## config.mk

```make
export PLATFORM = sky130hd
export DESIGN_NAME = mf_sort_cell
export DESIGN_NICKNAME = d
export VERILOG_FILES = /design/src/mf_pkg.sv /design/src/mf_sort_cell.sv
export SDC_FILE = /design/constraint.sdc
export NUM_CORES = 1
export LEC_CHECK = 0
export BUFFER_PORTS_ARGS = -buffer_cell sky130_fd_sc_hd__buf_2
export CAP_MARGIN = 20
export CORE_UTILIZATION = 35
export DETAILED_ROUTE_END_ITERATION = 6
export PLACE_DENSITY = 0.62
export REMOVE_ABC_BUFFERS = 1
export SLEW_MARGIN = 20
export SYNTH_ARGS = -nofsm -noshare
export SYNTH_HDL_FRONTEND = slang
export SYNTH_SLANG_ARGS = --single-unit
```

## constraint.sdc

```tcl
create_clock -name clk -period 0.8 [get_ports clk]
set_clock_uncertainty 0.15 [all_clocks]
set_input_delay 0.16 -clock clk [delete_from_list [all_inputs] [get_ports clk]]
set_output_delay 0.16 -clock clk [all_outputs]
set_load 0.1 [all_outputs]
```

## src/mf_pkg.sv

```systemverilog
`timescale 1ns / 1ps
// ----------------------------------------------------------------------------
// mf_pkg
// Shared types and constants of the 3x3 median filter.
// ----------------------------------------------------------------------------
package mf_pkg;

	localparam int PIX_W         = 8;
	localparam int COL_W         = 10;
	localparam int ROW_W         = 12;
	localparam int IMG_W_W       = 11;
	localparam int IMG_H_W       = 13;
	localparam int CFG_W         = 13;
	localparam int WIN_N         = 9;
	localparam int WIN_MID       = 4;
	localparam int MAX_WIDTH_DEF = 1024;
	localparam int MAX_HEIGHT    = 4096;
	localparam int MIN_DIM       = 3;
	localparam int WIDTH_RST     = 640;
	localparam int HEIGHT_RST    = 480;

	typedef logic [PIX_W-1:0] pix_t;
	typedef pix_t [WIN_N-1:0] win_t;

	typedef enum logic {
		REG_IMAGE_WIDTH  = 1'b0,
		REG_IMAGE_HEIGHT = 1'b1
	} cfg_reg_t;

	typedef struct packed {
		logic             vld;
		logic [COL_W-1:0] col;
		logic [ROW_W-1:0] row;
	} tag_t;

endpackage

```

## src/mf_sort_cell.sv

```systemverilog
`timescale 1ns / 1ps
// ----------------------------------------------------------------------------
// mf_sort_cell
// One odd-even transposition step over the nine window samples, registered.
// ----------------------------------------------------------------------------
module mf_sort_cell #(
	parameter bit PHASE = 1'b0
) (
	input  logic          clk,
	input  logic          arst_n,
	input  logic          en,
	input  mf_pkg::tag_t  tag_in,
	input  mf_pkg::win_t  vals_in,
	output mf_pkg::tag_t  tag_out,
	output mf_pkg::win_t  vals_out
);
	import mf_pkg::*;

	win_t             nxt;
	logic             vld_q;
	logic [COL_W-1:0] col_q;
	logic [ROW_W-1:0] row_q;
	win_t             vals_q;

	always_comb begin
		nxt = vals_in;
		for (int i = int'(PHASE); i < WIN_N - 1; i += 2) begin
			if (vals_in[i] > vals_in[i+1]) begin
				nxt[i]   = vals_in[i+1];
				nxt[i+1] = vals_in[i];
			end
		end
	end

	always_ff @(posedge clk or negedge arst_n) begin
		if (!arst_n) begin
			vld_q <= 1'b0;
		end else if (en) begin
			vld_q <= tag_in.vld;
		end
	end

	always_ff @(posedge clk) begin
		if (en) begin
			col_q  <= tag_in.col;
			row_q  <= tag_in.row;
			vals_q <= nxt;
		end
	end

	assign tag_out  = '{vld: vld_q, col: col_q, row: row_q};
	assign vals_out = vals_q;

endmodule

```

; After elaboration in Yosys (flattened, before gate mapping)
; Cells that the tools add are included.
; Widths: inputs -> output; s select.
[word_totals]
regBits = 95
out_inout_bits = 95
[op_classes]
n_lt_le_gt_ge = 4
mux = 4
[op_table]
columns = cell, n
row1 = $mux 16, 4
row2 = $gt 8x8->1, 4

; Longest topological paths before layout
; Gate-level depths: netlist of run 1.
[depth]
word_depth = 2
mapped_depth = 8
mapped_depth_nobuf = 7

; Least setup slack after synthesis of run 1
; Ideal clock, no wire load.
[synth_path]
kind = input -> register
start = input vals_in[9] in the netlist's numbering
end = register vals_q, in the netlist vals_out[10] (data pin)
setup_ns = 0.260
t_arrival_ns = 1.510
slack_ns = -1.121
t_required_ns = 0.390
path_stages = 8
path_cell_list = inv_1 ha_1 nor2b_4 o211ai_2 a21oi_2 o22ai_4 buf_8 mux2_4
[synth_lines]
columns = element, line_no
row1 = "start, declared", mf_sort_cell.sv:13  ; input mf_pkg::win_t vals_in,
row2 = "end signal, assigned", mf_sort_cell.sv:47  ; vals_q <= nxt;
row3 = "end, declared", mf_sort_cell.sv:23  ; win_t vals_q;

==> flow_metrics.tcl, run 1 <==
set metrics [dict create \
    status "finished, violations left" \
    failed_checks "negative hold slack, negative setup slack" \
    firstDrtPassIters 4 \
    cap_violations 0 \
    final_area_sq_mm 0.008472 \
    worstSetupPathType "primary input to flip-flop" \
    yosys-top-cells-area "edfxtp_1, mux2_4, ha_1, mux2_2, inv_1" \
    power.density_mw_per_mm2 2173 \
    place_congestion 0.7862 \
    synth_area_sq_mm 0.004758 \
    clk_latency_ns 0.34 \
    die_y_um 118.6 \
    cts_tree "yes" \
    postSynthAreaPerCell_sq_um 17.43 \
    fmax_mhz 622.5 \
    setup_viol 160 \
    fin_crit_sh_pct 200.8 \
    final_max_slew_viol_count 0 \
    ys_types 20 \
    seq_area_frac_synth_pct 59.85 \
    start_util_pct 35.93 \
    ios 193 \
    ys_seq_elements 95 \
    fill_cells 948 \
    fp.dieArea_sq_mm 0.01407 \
    worst-endpoint-arrival_ns 1.55 \
    drt-total-wl_mm 11.40 \
    drc 0 \
    peakVddDrop_mv 0.9538 \
    wl_per_cell_um 16.14 \
    critPathLaunchType "primary input" \
    numCtsBuffers 9 \
    synth_top_area_share_pct 59.32 \
    hold-worst-slack_ns -0.1535 \
    rsz0062_at_grt "yes" \
    antenna_found_initial 0 \
    multi_input_area_sq_mm 0.002069 \
    root_buffer "clkbuf_16" \
    grt_pass1_vias 3559 \
    dpl_cell_area_sq_mm 0.007726 \
    via_count 3239 \
    cts_buffer_depth 2 \
    clock_sinks 95 \
    grt_max_degree 31 \
    cts_hold_buf 1 \
    pre_cts_slack_ns -1.266 \
    drtAntennaViolNets 0 \
    utilization_pct 63.97 \
    route.detailed.vias_per_inst 4.588 \
    yosys_warnings 0 \
    path_clk_slew_ns 0.06 \
    htreeDepth 3 \
    synthCells 273 \
    required_ns 0.74 \
    p_leak_uw 0.003725 \
    dp_hpwl_mm 8.606 \
    rows 42 \
    drtIter0Drc 114 \
    syn2layout_area_growth_pct 78.04 \
    worstPathMaxFanout 8 \
    grt_usage_pct 16.91 \
    fp.coreArea_sq_mm 0.01324 \
    slew_headroom_pct 87.65 \
    worst_slack_ns -0.8065 \
    grt_pass1_wl_mm 18.16 \
    period_needed_ns 1.607 \
    die_width_um 118.6 \
    final_common_cell "buf_12" \
    antenna_cells 0 \
    final_cell_mix "buf_12, edfxtp_1, buf_2, mux2_4, buf_4" \
    hold_path.class "primary input to flip-flop" \
    yosysTopAreaCell "edfxtp_1" \
    hold_viol 34 \
    overflow 0 \
    port_buffers 192 \
    end_kind "flip-flop" \
    worstMarginPinSlew_ns 0.1853 \
    seq_area_sq_mm 0.002848 \
    drive_above_1_share_pct 71.51 \
    fin_nets 658 \
]
[registers in the layout (all words and copies together), names as in the netlist]
register,cells
vld_q,1
vals_out,72
col_q,10
row_q,12
[cell type report]
| class | count | area share (%) |
|---|---|---|
| repair buffers | 249 | 34.94 |
| clock buffers | 11 | 2.747 |
| clock inverters | 2 | 0.1329 |
| flip-flops and latches | 95 | 33.61 |
| multi-input cells | 141 | 24.43 |
| inverters | 32 | 1.536 |
| well taps | 176 | 2.599 |
[worst paths after layout]
path                       slack [ns]   startpoint  cells after the start            to
max in group asynchronous        0.45       arst_n                      2         vld_q
hold / removal                  -0.15    tag_in[4]                      1      row_q[4]
hold reg to reg                  0.54        vld_q                      2         vld_q
setup / recovery                -0.81  vals_in[33]                      8  vals_out[46]
setup reg to reg                -0.27        vld_q                      2         vld_q
min in group asynchronous       -0.04       arst_n                      2         vld_q
[cells by family after synthesis]
kind of cell	after synthesis	share of synthesized area [%]
flops	95	59.85
mux	65	18.54
buf+inv	37	4.155
fa+ha+maj	32	8.414
compound gates	28	5.627
simple gates	16	3.418
[through the flow]
stage / setup TNS (ns) / total power (uW) / instances
finish: -91.81 / 18410 / 706
global route: -97.61 / 19010 / 706
CTS: -92.54 / 18480 / 705
detailed placement: -108.39 / 14360 / 689
global placement: -104.39 / 14230 / 689
floorplan: -117.31 / 11180 / 268
[layer usage]
metal  wire [um]  GRT usage [%]  share of wire [%]
met1        4332          18.13                 38
met2        6013          30.34                 53
met3         810          5.212                7.1
met4         241          7.595                2.1
met5           0              0                  0
[power breakdown]
part	internal, uW	switching (uW)	total, uW
Clock	2050	1670	3720
Combinational	3310	4850	8160
Sequential	6120	406	6530
Total	11500	6930	18400
[critical path, cell delays in order]
cell      delay, ns
buf_6          0.10
ha_4           0.23
nor2b_4        0.12
o211ai_2       0.18
a21oi_4        0.08
o22ai_4        0.17
buf_6          0.19
mux2_4         0.32
[synthesized netlist by cell type]
cell type,number
edfxtp_1,94
inv_1,32
nand4_2,2
buf_4,1
a21oi_2,4
buf_12,2
o21ai_4,1
o21ai_2,3
o211ai_2,4
mux2_4,40
nand2_1,4
o22ai_4,4
mux2_2,25
a21oi_1,12
nand4_1,4
nand4_4,2
dfrtp_1,1
nor2b_4,4
ha_1,32
buf_8,2
[repair_timing]
action | CTS | global route
resized for setup | 79 | 10
endpoints found under the setup margin | 160 | 160
gates cloned | 0 | 0
buffers inserted | 2 | 1
hold endpoints to repair | 39 | 35
pin swaps | 17 | 9
Note: power is estimated with default switching activity, not from simulation.
==> run 2: changes to the inputs <==
--- a/config.mk
+++ b/config.mk
@@ -5,11 +5,11 @@
 export SDC_FILE = /design/constraint.sdc
 export NUM_CORES = 1
 export LEC_CHECK = 0
-export BUFFER_PORTS_ARGS = -buffer_cell sky130_fd_sc_hd__buf_2
 export CAP_MARGIN = 20
 export CORE_UTILIZATION = 35
 export DETAILED_ROUTE_END_ITERATION = 6
-export PLACE_DENSITY = 0.62
+export DONT_BUFFER_PORTS = 1
+export PLACE_DENSITY = 0.5
 export REMOVE_ABC_BUFFERS = 1
 export SLEW_MARGIN = 20
 export SYNTH_ARGS = -nofsm -noshare
==> run 2 against run 1 <==
  * The run still ends with negative hold slack, negative setup slack left
  * First-iteration DRC count decreased by 2.6%
  * Sequential share of layout area grew 2.3 points
  * Sequential power about the same
  * Clock power is 9.9% higher
  * Count of clock-buffer cells in the layout fell by 1
  * Combinational power is 6.4% lower
  * Wire length down 8.2%
  * Cell area fell by 6.4%
  * Setup slack gained 0.042 ns
  * Total power fell by 0.81%
  * Non-clock buffer count down 109
  * Via count is 12% lower
  * Largest cell class is now registers
  * Largest power group unchanged
  * Highest routed layer unchanged
==> flow_metrics.tcl, run 2 (synthesis gave the netlist of run 1 again) <==
set metrics [dict create \
    cap_violations 0 \
    worstSetupPathType "primary input to flip-flop" \
    root_buffer "clkbuf_16" \
    via_count 2859 \
    clock_sinks 95 \
    hold_depth 0 \
    ios 193 \
    wl_per_cell_um 17.45 \
    antenna_found_initial 0 \
    worst_slack_ns -0.7640 \
    drc 0 \
    period_needed_ns 1.564 \
    setup_viol 161 \
    required_ns 0.73 \
    grt_max_degree 96 \
    cts_tree "yes" \
    clk_latency_ns 0.33 \
    worstPathMaxFanout 3 \
    fp.dieArea_sq_mm 0.01407 \
    grt_usage_pct 15.17 \
    pre_cts_slack_ns -1.169 \
    hold_viol 160 \
    final_max_slew_viol_count 0 \
    r2r_slack_ns -0.14 \
    cts_buffer_depth 2 \
    drtAntennaViolNets 0 \
    worst-endpoint-arrival_ns 1.50 \
    route.detailed.vias_per_inst 4.765 \
    fmax_mhz 639.4 \
    hold_path.class "primary input to flip-flop" \
    failed_checks "negative hold slack, negative setup slack" \
    total_power_uw 18260 \
    rows 42 \
    power.density_mw_per_mm2 2302 \
    numCtsBuffers 9 \
    final_cell_mix "buf_12, edfxtp_1, mux2_4, dlygate4sd3_1, inv_1" \
    startpoint "vals_in[49]" \
    antenna_cells 0 \
    p_leak_uw 0.003264 \
    dp_hpwl_mm 7.691 \
    r2r-end "vld_q" \
    path_clk_slew_ns 0.07 \
    hold_end "row_q[10]" \
    largest_reg_flops 72 \
    fp.coreArea_sq_mm 0.01324 \
    rsz0062_at_grt "yes" \
    grt_pass1_vias 2999 \
    hp-start "en" \
    worstMarginPinSlew_ns 0.1914 \
    syn2layout_area_growth_pct 66.68 \
    fin_nets 549 \
    place_congestion 0.7721 \
    start_util_pct 35.93 \
    final_common_cell "buf_12" \
    slew_headroom_pct 87.20 \
    port_buffers 0 \
    firstDrtPassIters 4 \
    status "finished, violations left" \
    hold-worst-slack_ns -0.2137 \
    die_width_um 118.6 \
    overflow 0 \
    end_kind "flip-flop" \
    drt-total-wl_mm 10.47 \
    htreeDepth 3 \
    r2r-start "vld_q" \
    drtIter0Drc 111 \
    grt_pass1_wl_mm 16.25 \
    die_y_um 118.6 \
    ff2ff_path_depth 1 \
    peakVddDrop_mv 1.172 \
    drive_above_1_share_pct 56.84 \
    fin_crit_sh_pct 195.5 \
    critPathLaunchType "primary input" \
    cts_hold_buf 31 \
]
## run 2: worst max-delay path, stage by stage
cell and delay [ns]:
ha_4 0.22, nor2b_4 0.12, o211ai_2 0.18, a21oi_4 0.09, o22ai_4 0.15, buf_6 0.14, buf_4 0.11, mux2_2 0.32
## run 2: report_power, final
| group | switching (uW) | leakage [uW] | internal [uW] |
|---|---|---|---|
| clock network | 1710 | 0.000139 | 2380 |
| registers | 402 | 0.000932 | 6120 |
| logic | 4550 | 0.00219 | 3100 |
## run 2: worst max path at each step
stage / slack, ns / cells past startpoint / to
2_1_floorplan: -1.24 / 7 / vals_out[0]
3_3_place_gp: -1.11 / 8 / vals_out[0]
3_5_place_dp: -1.17 / 8 / vals_out[51]
4_1_cts: -0.73 / 9 / vals_out[53]
5_1_grt: -0.78 / 8 / vals_out[54]
6_report: -0.76 / 8 / vals_out[50]
## run 2: routing by layer
metal / GRT usage [%] / share of wire (%) / up-vias
met5: 0 / 0 / -
met1: 17.10 / 38 / 1398
li1: - / - / 1331
met3: 4.923 / 7.8 / 15
met4: 6.883 / 2.2 / 0
met2: 25.99 / 52 / 115
## run 2: what timing repair did
item	in CTS	in global routing
pin swaps	18	14
endpoints found under the setup margin	160	160
setup buffers	3	0
cloned	1	0
hold endpoints to repair	190	160
gates resized for setup	68	14
## run 2: stage by stage
step           hold WS [ns]  cell area (sq um)  instances  setup TNS, ns  util, %
2_1_floorplan       -0.2856               4681        268        -117.31        -
3_3_place_gp        -0.2855               6898        550         -77.61    52.09
3_5_place_dp        -0.2855               6898        550         -80.57    52.09
4_1_cts             -0.2323               7868        601         -87.06    59.41
5_1_grt             -0.2293               7931        600         -90.37    59.89
6_report            -0.2137               7931        600         -85.01    59.89
## run 2: layout make-up
| type | count | area [sq um] |
|---|---|---|
| clock buffer | 10 | 229.0 |
| clock inverter | 6 | 51.30 |
| fill | 1005 | 5311 |
| inverter | 32 | 155.1 |
| multi-input combinational | 141 | 2057 |
| sequential | 95 | 2848 |
| tap | 176 | 220.2 |
| timing repair buffer | 140 | 2371 |
==> run 3: changes to the inputs <==
--- a/config.mk
+++ b/config.mk
@@ -6,10 +6,12 @@
 export NUM_CORES = 1
 export LEC_CHECK = 0
 export CAP_MARGIN = 20
+export CELL_PAD_IN_SITES_DETAIL_PLACEMENT = 1
+export CELL_PAD_IN_SITES_GLOBAL_PLACEMENT = 1
 export CORE_UTILIZATION = 35
 export DETAILED_ROUTE_END_ITERATION = 6
 export DONT_BUFFER_PORTS = 1
-export PLACE_DENSITY = 0.5
+export PLACE_DENSITY = 0.59
 export REMOVE_ABC_BUFFERS = 1
 export SLEW_MARGIN = 20
 export SYNTH_ARGS = -nofsm -noshare
==> constraint.sdc (replaced) <==
create_clock -name clk -period 0.8 [get_ports clk]
set_clock_uncertainty 0.15 [all_clocks]
set_input_delay 0.12 -clock clk [delete_from_list [all_inputs] [get_ports clk]]
set_output_delay 0.12 -clock clk [all_outputs]
set_load 0.1 [all_outputs]
==> run 3 against run 2 <==
  * The run still ends with negative hold slack, negative setup slack left
  * Utilization increased by 0.32 points
  * Maximum frequency increased by 6.9%
  * Die area is the same
  * Critical path type unchanged
  * Highest routed layer unchanged
==> flow_metrics.tcl, run 3 (synthesis gave the netlist of run 1 again) <==
set metrics [dict create \
    seq_area_sq_mm 0.002848 \
    p_leak_uw 0.003253 \
    power.density_mw_per_mm2 2309 \
    rows 42 \
    fill_cells 1178 \
    grt_pass1_vias 3364 \
    worst_slack_ns -0.6629 \
    setup_viol 160 \
    numCtsBuffers 9 \
    failed_checks "negative hold slack, negative setup slack" \
    grt_max_degree 96 \
    htreeDepth 3 \
    hp-start "en" \
    die_width_um 118.6 \
    drc 0 \
    status "finished, violations left" \
    pwr-share-comb_pct 42.0 \
    hold_end "col_q[2]" \
    end_kind "flip-flop" \
    r2r-start "vld_q" \
    firstDrtPassIters 4 \
    die_y_um 118.6 \
    final_cell_mix "buf_12, edfxtp_1, mux2_4, dlygate4sd3_1, inv_1" \
    cts_tree "yes" \
    dp_hpwl_mm 8.646 \
    drtIter0Drc 153 \
    root_buffer "clkbuf_16" \
    hold_depth 0 \
    antenna_found_initial 1 \
    utilization_pct 60.21 \
    port_buffers 0 \
    hold_path.class "primary input to flip-flop" \
    period_needed_ns 1.463 \
    route.detailed.vias_per_inst 4.903 \
    ios 193 \
    drt-total-wl_mm 12.46 \
    start_util_pct 35.93 \
    final_area_sq_mm 0.007974 \
    final_common_cell "buf_12" \
    grt_pass1_wl_mm 19.02 \
    critPathLaunchType "primary input" \
    hold-worst-slack_ns -0.2527 \
    syn2layout_area_growth_pct 67.58 \
    total_power_uw 18410 \
    ff2ff_path_depth 1 \
    switching_share_pct 36.61 \
    drive_above_1_share_pct 57.48 \
    cts_hold_buf 31 \
    r2r_slack_ns -0.16 \
    fp.coreArea_sq_mm 0.01324 \
    required_ns 0.73 \
    clock_power_share_pct 22.4 \
    clock_sinks 95 \
    dpl_cell_area_sq_mm 0.006888 \
    path_clk_slew_ns 0.06 \
    overflow 0 \
    hold_viol 160 \
    worstMarginPinSlew_ns 0.2429 \
    cts_buffer_depth 2 \
    cap_violations 0 \
    drtAntennaViolNets 0 \
    setup_tns_ns -79.52 \
    largest_reg_flops 72 \
    fin_nets 546 \
    via_count 2932 \
    fmax_mhz 683.6 \
    power.share.sequential_pct 35.5 \
    r2r-end "vld_q" \
    rsz0062_at_grt "yes" \
    p_int_uw 11670 \
    worstPathMaxFanout 5 \
    grt_usage_pct 18.01 \
    fin_crit_sh_pct 182.9 \
    peakVddDrop_mv 1.231 \
    worst-endpoint-arrival_ns 1.39 \
    final_max_slew_viol_count 0 \
    clk_latency_ns 0.33 \
    slew_headroom_pct 83.81 \
    power.switching_uw 6742 \
    multi_input_area_sq_mm 0.002107 \
    worstSetupPathType "primary input to flip-flop" \
    place_congestion 0.7399 \
    wl_per_cell_um 20.83 \
    fp.dieArea_sq_mm 0.01407 \
]
run 3: cell types whose count changed in the layout (fill, tap and decap cells not counted), moves of 2 or more:
cell	previous run	this run
ha_1	17	13
clkinv_1	3	0
buf_4	4	2
clkbuf_1	1	5
ha_4	15	19
buf_6	7	4
run 3: timing repair:
item,in CTS,in global routing
pin swaps,21,16
cloned,2,0
setup buffers,3,0
resized for setup,68,20
setup endpoints to repair,160,160
endpoints found under the hold margin,190,160
run 3: final cells by class:
type | instances | area share (%)
clock buffer | 14 | 3.060
sequential | 95 | 35.71
clock inverter | 2 | 0.4394
inverter | 32 | 1.946
antenna | 1 | 0.03138
multi-input combinational | 141 | 26.42
tap | 176 | 2.762
timing repair buffer | 137 | 29.63
run 3: stage by stage:
stage | worst slack, ns | std cells
global placement | -1.069 | 547
global route | -0.7050 | 598
finish | -0.6629 | 598
CTS | -0.7018 | 599
detailed placement | -1.130 | 547
floorplan | -1.200 | 268
run 3: worst max-delay path by stage:
stage	endpoint	from	depth (start not counted)
6_report	vals_out[14]	vals_in[1]	7
2_1_floorplan	vals_out[0]	vals_in[9]	7
3_5_place_dp	vals_out[0]	vals_in[15]	7
4_1_cts	vals_out[5]	vals_in[9]	9
3_3_place_gp	vals_out[17]	vals_in[25]	8
5_1_grt	vals_out[6]	vals_in[1]	7
run 3: worst max-delay path, stage by stage:
cell and delay [ns]:
ha_4 0.22, nor2b_4 0.12, o211ai_2 0.14, a21oi_2 0.09, o22ai_4 0.21, buf_6 0.18, mux2_4 0.31
run 3: power by group through the flow:
| stage | clock [uW] | combinational, uW | sequential, uW |
|---|---|---|---|
| after detailed placement | 0 | 7170 | 6660 |
| after CTS | 4280 | 7720 | 6550 |
| final | 4130 | 7740 | 6540 |
| after floorplan | 0 | 1210 | 9960 |
| after global routing | 4420 | 7940 | 6590 |
| after global placement | 0 | 7080 | 6620 |
run 3: per-layer routing:
metal,GRT usage (%),share of wire (%),vias up
li1,-,-,1326
met2,33.74,55,128
met3,5.454,7.6,17
met5,0,0,-
met1,18.58,35,1461
met4,6.962,1.9,0
